`src/rtl/hcbd_pkg.sv`:
```
`default_nettype none

package hcbd_pkg;

    // One input item: a body byte or an end-of-input marker.
    typedef struct packed {
        logic       kind;
        logic [7:0] byte_in;
    } item_t;

    // One result item.
    typedef struct packed {
        logic [1:0] out_kind;
        logic [7:0] payload;
        logic       chunk_end;
        logic [1:0] status;
    } result_t;

    // Classified item, front to back.
    typedef struct packed {
        logic       is_end;
        logic       is_cr;
        logic       is_lf;
        logic       is_hex;
        logic       is_space;
        logic [3:0] hex_val;
        logic [7:0] data;
    } token_t;

    localparam logic       KIND_BYTE = 1'b0;
    localparam logic       KIND_END  = 1'b1;

    localparam logic [1:0] OUT_PAYLOAD  = 2'd0;
    localparam logic [1:0] OUT_TERMINAL = 2'd1;
    localparam logic [1:0] OUT_STATUS   = 2'd2;

    localparam logic [1:0] ST_COMPLETE  = 2'd0;
    localparam logic [1:0] ST_CUT_SIZE  = 2'd1;
    localparam logic [1:0] ST_CUT_DATA  = 2'd2;
    localparam logic [1:0] ST_OVERFLOW  = 2'd3;

    localparam logic [7:0] CH_TAB   = 8'h09;
    localparam logic [7:0] CH_LF    = 8'h0A;
    localparam logic [7:0] CH_CR    = 8'h0D;
    localparam logic [7:0] CH_SPACE = 8'h20;
    localparam logic [7:0] CH_0     = 8'h30;
    localparam logic [7:0] CH_9     = 8'h39;
    localparam logic [7:0] CH_UA    = 8'h41;
    localparam logic [7:0] CH_UF    = 8'h46;
    localparam logic [7:0] CH_LA    = 8'h61;
    localparam logic [7:0] CH_LFF   = 8'h66;

    // Depth of the result queue; two entries keep one item per cycle flowing while results are popped.
    localparam int RESULT_DEPTH = 2;

endpackage

`default_nettype wire

```
`src/rtl/http_chunked_body_decoder_core.sv`:
```
`default_nettype none

// Chunked HTTP body decoder. Body bytes (kind 0) and end-of-input markers
// (kind 1) are pushed in; payload bytes, a terminal-chunk marker and an
// end-of-input status come out of a result queue. The block takes one item
// per clock, sustained, as long as results are popped: the back end updates
// its decoder state for each item it pops, and that update sets the rate.
// The result of an accepted item is registered in the item queue (after the
// classifier) and then in the result queue (after the decoder) before it
// shows on the result ports and can be popped. Size lines skip leading
// whitespace, accumulate hex digits into SIZE_BITS bits and close on any
// other byte; only CR directly followed by LF ends a line. A size that
// would exceed SIZE_BITS bits sends the decoder, once its line ends, into
// an error state that swallows bytes until end of input reports status 3.
// Bytes after the terminal chunk are dropped. QUEUE_DEPTH (at least 2)
// sizes the item queue between the classifier and the decoder.
module http_chunked_body_decoder_core #(
    parameter int SIZE_BITS   = 32,
    parameter int QUEUE_DEPTH = 4
) (
    input  wire logic              clk,
    input  wire logic              rst_n,
    input  wire logic              push,
    output logic                   full,
    input  wire hcbd_pkg::item_t   item,
    output logic                   empty,
    input  wire logic              pop,
    output hcbd_pkg::result_t      result
);

    localparam int TW = $bits(hcbd_pkg::token_t);
    localparam int RW = $bits(hcbd_pkg::result_t);

    hcbd_pkg::token_t  tok_in;
    hcbd_pkg::token_t  tok_out;
    logic [TW-1:0]     tok_rd;
    logic              tok_empty;
    logic              tok_pop;

    hcbd_pkg::result_t res;
    logic [RW-1:0]     res_rd;
    logic              res_push;
    logic              res_full;

    // front: classify each item as it is taken
    hcbd_front u_front (
        .item  (item),
        .token (tok_in)
    );

    // item queue between classifier and decoder
    hcbd_queue #(
        .WIDTH (TW),
        .DEPTH (QUEUE_DEPTH)
    ) u_tok_q (
        .clk     (clk),
        .rst_n   (rst_n),
        .wr_en   (push),
        .wr_data (tok_in),
        .full    (full),
        .rd_en   (tok_pop),
        .rd_data (tok_rd),
        .empty   (tok_empty)
    );

    assign tok_out = tok_rd;

    // back: chunk decoder state machine
    hcbd_back #(
        .SIZE_BITS (SIZE_BITS)
    ) u_back (
        .clk       (clk),
        .rst_n     (rst_n),
        .tok       (tok_out),
        .tok_empty (tok_empty),
        .tok_pop   (tok_pop),
        .res_full  (res_full),
        .res_push  (res_push),
        .res       (res)
    );

    // result queue; decouples the decoder from a stalled consumer
    hcbd_queue #(
        .WIDTH (RW),
        .DEPTH (hcbd_pkg::RESULT_DEPTH)
    ) u_res_q (
        .clk     (clk),
        .rst_n   (rst_n),
        .wr_en   (res_push),
        .wr_data (res),
        .full    (res_full),
        .rd_en   (pop),
        .rd_data (res_rd),
        .empty   (empty)
    );

    assign result = res_rd;

endmodule

`default_nettype wire

```
`src/rtl/hcbd_queue.sv`:
```
`default_nettype none

module hcbd_queue #(
    parameter int WIDTH = 8,
    parameter int DEPTH = 4
) (
    input  wire logic             clk,
    input  wire logic             rst_n,
    input  wire logic             wr_en,
    input  wire logic [WIDTH-1:0] wr_data,
    output logic                  full,
    input  wire logic             rd_en,
    output logic [WIDTH-1:0]      rd_data,
    output logic                  empty
);

    localparam int PW = (DEPTH > 1) ? $clog2(DEPTH) : 1;
    localparam int CW = $clog2(DEPTH + 1);

    logic [WIDTH-1:0] mem [DEPTH];
    logic [PW-1:0]    wr_ptr_reg, wr_ptr_next;
    logic [PW-1:0]    rd_ptr_reg, rd_ptr_next;
    logic [CW-1:0]    count_reg, count_next;
    logic             do_wr, do_rd;

    assign full    = (count_reg == CW'(DEPTH));
    assign empty   = (count_reg == '0);
    assign do_wr   = wr_en && !full;
    assign do_rd   = rd_en && !empty;
    assign rd_data = mem[rd_ptr_reg];

    always_comb
    begin
        wr_ptr_next = wr_ptr_reg;
        rd_ptr_next = rd_ptr_reg;
        count_next  = count_reg;
        if (do_wr)
        begin
            wr_ptr_next = (wr_ptr_reg == PW'(DEPTH - 1)) ? '0 : wr_ptr_reg + 1'b1;
        end
        if (do_rd)
        begin
            rd_ptr_next = (rd_ptr_reg == PW'(DEPTH - 1)) ? '0 : rd_ptr_reg + 1'b1;
        end
        if (do_wr && !do_rd)
        begin
            count_next = count_reg + 1'b1;
        end
        else if (do_rd && !do_wr)
        begin
            count_next = count_reg - 1'b1;
        end
    end

    always_ff @(posedge clk or negedge rst_n)
    begin
        if (!rst_n)
        begin
            wr_ptr_reg <= '0;
            rd_ptr_reg <= '0;
            count_reg  <= '0;
        end
        else
        begin
            wr_ptr_reg <= wr_ptr_next;
            rd_ptr_reg <= rd_ptr_next;
            count_reg  <= count_next;
        end
    end

    always_ff @(posedge clk)
    begin
        if (do_wr)
        begin
            mem[wr_ptr_reg] <= wr_data;
        end
    end

endmodule

`default_nettype wire

```
`src/rtl/hcbd_front.sv`:
```
`default_nettype none

module hcbd_front (
    input  wire hcbd_pkg::item_t item,
    output hcbd_pkg::token_t     token
);

    logic [7:0] b;
    logic       is_dig, is_up, is_low;

    assign b      = item.byte_in;
    assign is_dig = (b >= hcbd_pkg::CH_0)  && (b <= hcbd_pkg::CH_9);
    assign is_up  = (b >= hcbd_pkg::CH_UA) && (b <= hcbd_pkg::CH_UF);
    assign is_low = (b >= hcbd_pkg::CH_LA) && (b <= hcbd_pkg::CH_LFF);

    always_comb
    begin
        token.is_end   = (item.kind == hcbd_pkg::KIND_END);
        token.is_cr    = (b == hcbd_pkg::CH_CR);
        token.is_lf    = (b == hcbd_pkg::CH_LF);
        token.is_hex   = is_dig || is_up || is_low;
        // space, and tab through CR
        token.is_space = (b == hcbd_pkg::CH_SPACE)
                      || ((b >= hcbd_pkg::CH_TAB) && (b <= hcbd_pkg::CH_CR));
        token.data     = b;
        priority if (is_dig)
        begin
            token.hex_val = b[3:0];
        end
        else if (is_up || is_low)
        begin
            token.hex_val = b[3:0] + 4'd9;   // 'A'/'a' low nibble is 1
        end
        else
        begin
            token.hex_val = 4'd0;
        end
    end

endmodule

`default_nettype wire

```
`src/rtl/hcbd_back.sv`:
```
`default_nettype none

module hcbd_back #(
    parameter int SIZE_BITS = 32
) (
    input  wire logic             clk,
    input  wire logic             rst_n,
    input  wire hcbd_pkg::token_t tok,
    input  wire logic             tok_empty,
    output logic                  tok_pop,
    input  wire logic             res_full,
    output logic                  res_push,
    output hcbd_pkg::result_t     res
);

    localparam logic [2:0] PH_SIZE     = 3'd0;
    localparam logic [2:0] PH_DATA     = 3'd1;
    localparam logic [2:0] PH_AFTER_CR = 3'd2;
    localparam logic [2:0] PH_AFTER_LF = 3'd3;
    localparam logic [2:0] PH_DONE     = 3'd4;
    localparam logic [2:0] PH_ERROR    = 3'd5;

    logic [2:0]           phase_reg, phase_next;
    logic [SIZE_BITS-1:0] size_acc_reg, size_acc_next;
    logic [SIZE_BITS-1:0] bytes_left_reg, bytes_left_next;
    logic                 seen_reg, seen_next;
    logic                 closed_reg, closed_next;
    logic                 prev_cr_reg, prev_cr_next;
    logic                 size_ovf_reg, size_ovf_next;

    // size-line step results
    logic                 eff_prev_cr;
    logic [2:0]           sl_phase;
    logic [SIZE_BITS-1:0] sl_acc, sl_left;
    logic                 sl_seen, sl_closed, sl_prev, sl_ovf, sl_term;

    assign tok_pop = !tok_empty && !res_full;

    // A CR that went unmatched after chunk data counts as the previous byte.
    assign eff_prev_cr = (phase_reg == PH_AFTER_LF) ? 1'b1 : prev_cr_reg;

    always_comb
    begin
        sl_phase  = PH_SIZE;
        sl_acc    = size_acc_reg;
        sl_left   = bytes_left_reg;
        sl_seen   = seen_reg;
        sl_closed = closed_reg;
        sl_prev   = tok.is_cr;
        sl_ovf    = size_ovf_reg;
        sl_term   = 1'b0;
        if (eff_prev_cr && tok.is_lf)
        begin
            sl_prev   = 1'b0;
            sl_acc    = '0;
            sl_seen   = 1'b0;
            sl_closed = 1'b0;
            priority if (size_ovf_reg)
            begin
                sl_phase = PH_ERROR;
            end
            else if (size_acc_reg == '0)
            begin
                sl_phase = PH_DONE;
                sl_term  = 1'b1;
            end
            else
            begin
                sl_phase = PH_DATA;
                sl_left  = size_acc_reg;
            end
        end
        else if (!closed_reg)
        begin
            if (tok.is_hex)
            begin
                sl_seen = 1'b1;
                if (!size_ovf_reg)
                begin
                    if (size_acc_reg[SIZE_BITS-1 -: 4] != 4'd0)
                    begin
                        sl_ovf = 1'b1;
                    end
                    else
                    begin
                        sl_acc = {size_acc_reg[SIZE_BITS-5:0], tok.hex_val};
                    end
                end
            end
            else if (seen_reg || !tok.is_space)
            begin
                sl_closed = 1'b1;
            end
        end
    end

    always_comb
    begin
        phase_next      = phase_reg;
        size_acc_next   = size_acc_reg;
        bytes_left_next = bytes_left_reg;
        seen_next       = seen_reg;
        closed_next     = closed_reg;
        prev_cr_next    = prev_cr_reg;
        size_ovf_next   = size_ovf_reg;
        res_push        = 1'b0;
        res             = '0;
        if (tok_pop)
        begin
            if (tok.is_end)
            begin
                res_push     = 1'b1;
                res.out_kind = hcbd_pkg::OUT_STATUS;
                unique case (phase_reg)
                    PH_DONE:  res.status = hcbd_pkg::ST_COMPLETE;
                    PH_DATA:  res.status = hcbd_pkg::ST_CUT_DATA;
                    PH_ERROR: res.status = hcbd_pkg::ST_OVERFLOW;
                    default:  res.status = hcbd_pkg::ST_CUT_SIZE;
                endcase
                phase_next      = PH_SIZE;
                size_acc_next   = '0;
                bytes_left_next = '0;
                seen_next       = 1'b0;
                closed_next     = 1'b0;
                prev_cr_next    = 1'b0;
                size_ovf_next   = 1'b0;
            end
            else
            begin
                unique case (phase_reg)
                    PH_DATA:
                    begin
                        bytes_left_next = bytes_left_reg - 1'b1;
                        res_push        = 1'b1;
                        res.out_kind    = hcbd_pkg::OUT_PAYLOAD;
                        res.payload     = tok.data;
                        if (bytes_left_reg == SIZE_BITS'(1))
                        begin
                            res.chunk_end = 1'b1;
                            phase_next    = PH_AFTER_CR;
                        end
                    end
                    PH_AFTER_CR, PH_AFTER_LF, PH_SIZE:
                    begin
                        if (phase_reg == PH_AFTER_CR && tok.is_cr)
                        begin
                            phase_next = PH_AFTER_LF;
                        end
                        else if (phase_reg == PH_AFTER_LF && tok.is_lf)
                        begin
                            phase_next = PH_SIZE;
                        end
                        else
                        begin
                            phase_next      = sl_phase;
                            size_acc_next   = sl_acc;
                            bytes_left_next = sl_left;
                            seen_next       = sl_seen;
                            closed_next     = sl_closed;
                            prev_cr_next    = sl_prev;
                            size_ovf_next   = sl_ovf;
                            if (sl_term)
                            begin
                                res_push     = 1'b1;
                                res.out_kind = hcbd_pkg::OUT_TERMINAL;
                            end
                        end
                    end
                    default:
                    begin
                        // done or error: bytes dropped
                    end
                endcase
            end
        end
    end

    always_ff @(posedge clk or negedge rst_n)
    begin
        if (!rst_n)
        begin
            phase_reg      <= PH_SIZE;
            size_acc_reg   <= '0;
            bytes_left_reg <= '0;
            seen_reg       <= 1'b0;
            closed_reg     <= 1'b0;
            prev_cr_reg    <= 1'b0;
            size_ovf_reg   <= 1'b0;
        end
        else
        begin
            phase_reg      <= phase_next;
            size_acc_reg   <= size_acc_next;
            bytes_left_reg <= bytes_left_next;
            seen_reg       <= seen_next;
            closed_reg     <= closed_next;
            prev_cr_reg    <= prev_cr_next;
            size_ovf_reg   <= size_ovf_next;
        end
    end

`ifndef NO_ASSERTIONS
    a_data_left_nonzero: assert property (@(posedge clk) disable iff (!rst_n)
        phase_reg == PH_DATA |-> bytes_left_reg != '0)
        else $error("data phase with no bytes left");

    a_chunk_end_last: assert property (@(posedge clk) disable iff (!rst_n)
        res_push && res.chunk_end |-> phase_reg == PH_DATA
                                      && bytes_left_reg == SIZE_BITS'(1))
        else $error("chunk_end not on last byte");

    a_no_push_full: assert property (@(posedge clk) disable iff (!rst_n)
        res_push |-> !res_full)
        else $error("result written into full queue");

    a_end_rearms: assert property (@(posedge clk) disable iff (!rst_n)
        tok_pop && tok.is_end |=> phase_reg == PH_SIZE && size_acc_reg == '0
                                  && !size_ovf_reg && !closed_reg)
        else $error("end item did not rearm");

    a_ovf_phase: assert property (@(posedge clk) disable iff (!rst_n)
        size_ovf_reg |-> phase_reg == PH_SIZE || phase_reg == PH_ERROR)
        else $error("overflow flag outside size line");
`endif

endmodule

`default_nettype wire
```
`config.mk`:
```
export PLATFORM = sky130hd
export DESIGN_NAME = http_chunked_body_decoder_core
export DESIGN_NICKNAME = d
export VERILOG_FILES = /design/src/rtl/hcbd_pkg.sv /design/src/rtl/http_chunked_body_decoder_core.sv /design/src/rtl/hcbd_queue.sv /design/src/rtl/hcbd_front.sv /design/src/rtl/hcbd_back.sv
export SDC_FILE = /design/constraint.sdc
export NUM_CORES = 1
export LEC_CHECK = 0
export BUFFER_PORTS_ARGS = -buffer_cell sky130_fd_sc_hd__buf_2
export CAP_MARGIN = 15
export CORE_MARGIN = 3
export CORE_UTILIZATION = 35
export DETAILED_ROUTE_END_ITERATION = 6
export SLEW_MARGIN = 20
export SYNTH_ARGS = -nofsm -noshare
export SYNTH_HDL_FRONTEND = slang
export SYNTH_SLANG_ARGS = --single-unit
```
`constraint.sdc`:
```
create_clock -name clk -period 4.32 [get_ports clk]
set_input_delay 0 -clock clk [delete_from_list [all_inputs] [get_ports clk]]
set_output_delay 0 -clock clk [all_outputs]
set_load 0.01 [all_outputs]
```
==> results.tsv, run 1 <==
metric	value	unit
status	finished, final reports clean	
worst-path-max-fanout	14	
synth_top_area_share	34.5	%
synth_common_cells	94 x edfxtp_1, 82 x dfrtp_1, 61 x o21ai_0, 41 x nor2_1	
syn_to_final_growth	13.7	%
worst_slew_pin_slew	0.916	ns
critPathLaunch	u_tok_q.rd_ptr_reg[0]$_DFFE_PN0P_	
port_buffers	27	
ys_warn_count	0	
diodes	0	
pin_count	28	
ys.flop_type	edfxtp_1	
synth_seq_cells	176	
clkPwrFrac	18.6	%
swShare	44.8	%
postSynthAreaPerCell	12.3	sq um
p_total	7880	uW
mappedNetlistArea	8190	sq um
dr_total_vias	5581	
intPower	4350	uW
fp.coreArea	22800	sq um
max-slew-margin-rel	38.9	%
cp.buffers_inverters	0	
clkTransAtPathRegs	0.08	ns
grt_overflow	0	
largest_register_ffs	68	
hpwl	12400	um
grt_pass1_vias	5453	
wl_per_cell	18.3	um
wirelength	18800	um
fp.dieArea	25300	sq um
cts.htree.levels	4	
ys_types	61	
crit_required	4.39	ns
hold_viol_final	0	
rows	55	
gp_congestion	0.851	
synth.most_common_cell	edfxtp_1	
start_kind	flip-flop	
switching_power	3530	uW
synth_edf_count	94	
cts_buffer_depth	2	
seq_power_share	33.9	%
fmax	340	MHz
reg2reg_from	u_tok_q.rd_ptr_reg[0]$_DFFE_PN0P_	
fin_hold_ws	0.0247	ns
clock_skew	0.0186	ns
initial_core_util	35.8	%
route.detailed.drc	0	
synth_seq_area_share	59.5	%
finalCriticalPeriod	2.94	ns
drtIter0Drc	567	
worst-path-stages	4	
vias_per_cell	5.45	
place_ws	1.36	ns
setup_tns	0	ns
rr_worst_depth	4	
worst_slack	1.38	ns
critPathTopFamily	flip-flops	
synthCells	665	
slowest_stage	dfrtp_1	
die_h	159	um
clock-sinks	176	
finalSetupViolCount	0	
grt_setup_unrepaired	false	
drive_gt1_share	15.0	%
hold_class	in -> async	
grt_max_degree	57	
power.density	847	nW/um^2
async_reset_ff_share	46.6	%
crit_chain	mux2_2 > a21o_1 > a31oi_1 > and2_1	
cts_tree	done	
syn_nets	693	
cpPeakStageDelay	0.80	ns
ir_worst_vdd	0.391	mV
synth_area_leaders	edfxtp_1 34%, dfrtp_1 25%, mux4_2 4.1%	
grt_pass1_wl	30500	um
maxSlewViolCount	0	
maxCapViolCount	0	
final_nets	726	
power_frac_comb	47.5	%
crit_type	reg -> reg	
cts_made_buffers	17	
fill_cells	2145	
total_leakage_power	0.00367	uW
critPathArrivalTime	3.00	ns
post-cts-setup-buffers	0	
synth_area_leader_cell	edfxtp_1	
cp-end-kind	flip-flop	
dr.pass1.iters	4	
grt_usage	15.0	%
insertion_delay	0.44	ns
cts_root_buffer	clkbuf_16	
dieWidth	159	um
fin_crit_sh	68.0	%
antenna_found_initial	0	
antenna_left	0	
worst reg2reg max path, cell delays in order, from the launching register on:
cell and delay (ns):
dfrtp_1 0.80, mux2_2 0.51, a21o_1 0.34, a31oi_1 0.35, and2_1 0.57
worst paths after layout:
path	endpoint	slack, ns
setup / recovery	u_res_q.mem[1][5]$_DFFE_PP_	1.38
hold / removal	u_back.bytes_left_reg[13]$_DFFE_PN0P_	0.02
setup reg to reg	u_res_q.mem[1][5]$_DFFE_PP_	1.38
hold reg to reg	u_tok_q.count_reg[2]$_DFFE_PN0P_	0.49
max in group asynchronous	u_tok_q.count_reg[1]$_DFFE_PN0P_	3.22
min in group clk	u_tok_q.wr_ptr_reg[0]$_DFFE_PN0P_	0.11
metal layers:
| layer | part of all wire (%) | vias to the layer above | global-route usage (%) | wire length, um |
|---|---|---|---|---|
| met5 | 0 | - | 0 | 0 |
| met4 | 2.0 | 0 | 5.45 | 374 |
| met3 | 4.4 | 29 | 2.24 | 818 |
| met2 | 45 | 132 | 22.2 | 8350 |
| met1 | 49 | 2794 | 22.4 | 9210 |
| li1 | - | 2626 | - | - |
cell type report:
| cell class | instances | area, sq um | share of cell area (%) |
|---|---|---|---|
| clock inverter | 15 | 129 | 1.38 |
| inverter | 16 | 60.1 | 0.645 |
| sequential | 176 | 4870 | 52.4 |
| clock buffer | 17 | 425 | 4.57 |
| timing repair buffer | 50 | 338 | 3.63 |
| tap | 313 | 392 | 4.21 |
| multi-input combinational | 437 | 3090 | 33.2 |
placed cells by master (no fill, tap or decap), types with 3 or more instances in the layout:
cell type,Yosys,routed
a21o_1,3,3
a21oi_1,33,33
a221o_1,6,6
a22o_1,33,33
a22oi_1,5,5
and2_1,5,5
and3_1,15,15
buf_2,8,26
buf_4,1,13
clkbuf_16,0,17
clkinvlp_4,0,3
dfrtp_1,82,82
dlygate4sd3_1,0,11
edfxtp_1,94,94
ha_1,14,14
inv_1,16,16
inv_6,0,5
inv_8,0,3
mux2_2,16,16
mux2i_1,9,9
mux4_2,15,15
nand2_1,28,28
nand2b_1,12,12
nand3_1,7,7
nand3b_1,4,4
nand4_1,7,7
nor2_1,41,40
nor2b_1,4,4
nor3_1,24,24
nor3b_1,4,4
nor4_1,20,20
nor4b_1,3,3
o21ai_0,61,61
o21ai_1,17,17
o31ai_1,6,6
or3_1,5,5
xnor2_1,5,5
xor2_1,4,4
timing repair:
| action | CTS | global route |
|---|---|---|
| hold buffers | 11 | 0 |
| gates resized for setup | 0 | 0 |
| hold endpoints to repair | 63 | 0 |
power groups by stage:
stage	Clock (uW)	Combinational, uW	Sequential, uW
floorplan	0	2840	2530
global placement	0	3700	2690
detailed placement	0	3690	2700
CTS	1500	3710	2670
global route	1570	4140	2740
finish	1470	3750	2670
metrics by stage:
stage	instances	util [%]	cell area (sq um)
2_1_floorplan	665	-	8190
3_3_place_gp	981	37.8	8640
3_5_place_dp	981	37.8	8640
4_1_cts	1024	40.7	9310
5_1_grt	1024	40.7	9310
6_report	1024	40.7	9310
cell families (layout without fill, tap and decap cells):
kind of cell	after synthesis	count (layout)	share of synthesized area, %
AO/OA/AOI/OAI	184	184	14.4
XOR/XNOR	9	9	0.962
adder cells (fa/ha/maj)	15	15	2.38
buffers and inverters	52	98	2.92
flip-flops	176	176	59.5
multiplexers	40	40	7.42
AND/OR/NAND/NOR	189	189	12.4
(Power assumes the default switching activity.)
==> inputs of run 2 (changes only) <==
==> constraint.sdc (replaced) <==
create_clock -name clk -period 2.8 [get_ports clk]
set_input_delay 0 -clock clk [delete_from_list [all_inputs] [get_ports clk]]
set_output_delay 0 -clock clk [all_outputs]
set_load 0.01 [all_outputs]
==> run 2 against run 1 <==
Compared with the run above: clock power grew 65%; final cell count is 2.6% higher; combinational power rose by 67%; non-clock buffer count up 27; first-iteration DRC count down 0.35%; worst hold slack better by 0.033 ns; register-to-register slack worse by 1.2 ns; sequential cell count stayed put; largest cell class unchanged.
==> results.tsv, run 2 (synthesized netlist as in run 1, its figures left out) <==
metric	value	unit	change
grt_setup_unrepaired	false		
die_h	159	um	unchanged
seq_area	4870	sq um	unchanged
fp.dieArea	25300	sq um	unchanged
cts_root_buffer	clkbuf_16		
dr.pass1.iters	6		+2
switching_power	5540	uW	+57%
cts_tree	done		
pin_count	28		unchanged
wl_per_cell	17.6	um	-3.7%
ir_worst_vdd	0.793	mV	+100%
insertion_delay	0.44	ns	about the same
fin_util	42.1	%	+1.3 points
critPathLaunch	u_back.size_acc_reg[30]$_DFFE_PN0P_		
worst_slack	0.227	ns	-1.16 ns
seq_power_share	31.8	%	-2.1 points
hold_class	in -> async		
vias_per_cell	5.44		-0.25%
dieWidth	159	um	unchanged
grt_pass1_vias	5678		+4.1%
final_cells	1051		+2.6%
critPathArrivalTime	2.71	ns	-0.29 ns
grt_max_degree	39		-32%
finalSetupViolCount	0		unchanged
layout_common_cells	94 x edfxtp_1, 82 x dfrtp_1, 61 x o21ai_0		
finalCriticalPeriod	2.57	ns	-0.364 ns
final_nets	753		+3.7%
cts.htree.levels	4		unchanged
hpwl	12700	um	+2.8%
drive_gt1_share	18.7	%	+3.6 points
fill_cells	2160		+0.70%
clock-sinks	176		unchanged
status	finished, final reports clean		
wirelength	18500	um	-1.2%
max-slew-margin-rel	55.0	%	+16 points
crit_type	reg -> reg		
grt_usage	15.2	%	+0.19 points
clock_skew	0.0203	ns	+0.00172 ns
placed_cells	1008		+2.8%
fin_crit_sh	91.9	%	+24 points
reg2reg_slack	0.23	ns	-1.16 ns
start_kind	flip-flop		
fp.coreArea	22800	sq um	unchanged
largest_register_ffs	68		unchanged
multi_input_area	3100	sq um	+0.36%
maxSlewViolCount	0		unchanged
setup_tns	0	ns	unchanged
antenna_found_initial	0		unchanged
final_common_cell	edfxtp_1		
drtIter0Drc	565		-0.35%
grt_pass1_wl	30900	um	+1.3%
initial_core_util	35.8	%	unchanged
worst-path-max-fanout	13		-1
maxCapViolCount	0		unchanged
crit_required	2.94	ns	-1.45 ns
place_ws	0.0834	ns	-1.28 ns
cp-end-kind	flip-flop		
power_frac_comb	49.1	%	+1.6 points
total_leakage_power	0.00385	uW	+4.8%
fmax	389	MHz	+14%
cts_made_buffers	17		unchanged
cts_buffer_depth	2		unchanged
power.density	1320	nW/um^2	+56%
clkPwrFrac	19.1	%	+0.5 points
diodes	0		unchanged
worst_slew_pin_slew	0.675	ns	-0.241 ns
gp_congestion	0.901		+5.8%
swShare	43.5	%	-1.3 points
rows	55		unchanged
hold_viol_final	0		unchanged
intPower	7190	uW	+65%
antenna_left	0		unchanged
clkTransAtPathRegs	0.08	ns	about the same
port_buffers	27		unchanged
syn_to_final_growth	17.4	%	
stdcell_area	9610	sq um	+3.3%
grt_overflow	0		unchanged
reg2reg_from	u_back.size_acc_reg[30]$_DFFE_PN0P_		
dpl-instance-area	8870	sq um	+2.6%
dr_total_vias	5714		+2.4%
route.detailed.drc	0		unchanged
run 2: worst paths after layout:
kind | cells past startpoint | end
setup / recovery | 7 | u_res_q.mem[0][10]$_DFFE_PP_
hold / removal | 2 | u_back.size_acc_reg[23]$_DFFE_PN0P_
setup reg to reg | 7 | u_res_q.mem[0][10]$_DFFE_PP_
hold reg to reg | 1 | u_res_q.wr_ptr_reg$_DFFE_PN0P_
max in group asynchronous | 3 | u_back.size_acc_reg[7]$_DFFE_PN0P_
min in group clk | 4 | u_tok_q.wr_ptr_reg[0]$_DFFE_PN0P_
run 2: worst max-delay path, stage by stage (launching register included):
cell	delay, ns
dfrtp_1	0.40
or4_1	0.58
nand4b_1	0.25
nor3_2	0.24
nand2_1	0.10
a31oi_2	0.30
nor2b_1	0.18
buf_4	0.22
run 2: power groups by stage:
| stage | Clock, uW | Sequential [uW] | Combinational [uW] |
|---|---|---|---|
| floorplan | 0 | 3900 | 4380 |
| global placement | 0 | 4080 | 6170 |
| detailed placement | 0 | 4090 | 6190 |
| CTS | 2500 | 4050 | 6230 |
| global route | 2610 | 4140 | 6970 |
| finish | 2430 | 4050 | 6250 |
run 2: repair_timing:
action	in CTS	in global routing
endpoints found under the setup margin	0	27
gates resized for setup	0	2
setup buffers	0	0
hold buffers	11	0
hold endpoints to repair	73	0
run 2: metal layers:
| layer | up-vias | share of wire, % | wire length, um | track usage (%) |
|---|---|---|---|---|
| met5 | - | 0 | 0 | 0 |
| met2 | 150 | 48 | 8820 | 24.0 |
| li1 | 2678 | - | - | - |
| met3 | 16 | 4.8 | 895 | 2.76 |
| met4 | 0 | 1.0 | 190 | 5.09 |
| met1 | 2870 | 47 | 8630 | 21.2 |
run 2: cell type report:
cell class / instances / area share, %
clock buffer: 17 / 4.43
timing repair buffer: 77 / 5.88
tap: 313 / 4.07
inverter: 16 / 0.625
sequential: 176 / 50.7
clock inverter: 15 / 2.00
multi-input combinational: 437 / 32.3
run 2: metrics by stage:
| step | hold WS, ns | power, uW |
|---|---|---|
| floorplan | -0.296 | 8280 |
| global placement | 0.0137 | 10300 |
| detailed placement | 0.00944 | 10300 |
| CTS | 0.0574 | 12800 |
| global route | 0.102 | 13700 |
| finish | 0.0575 | 12700 |
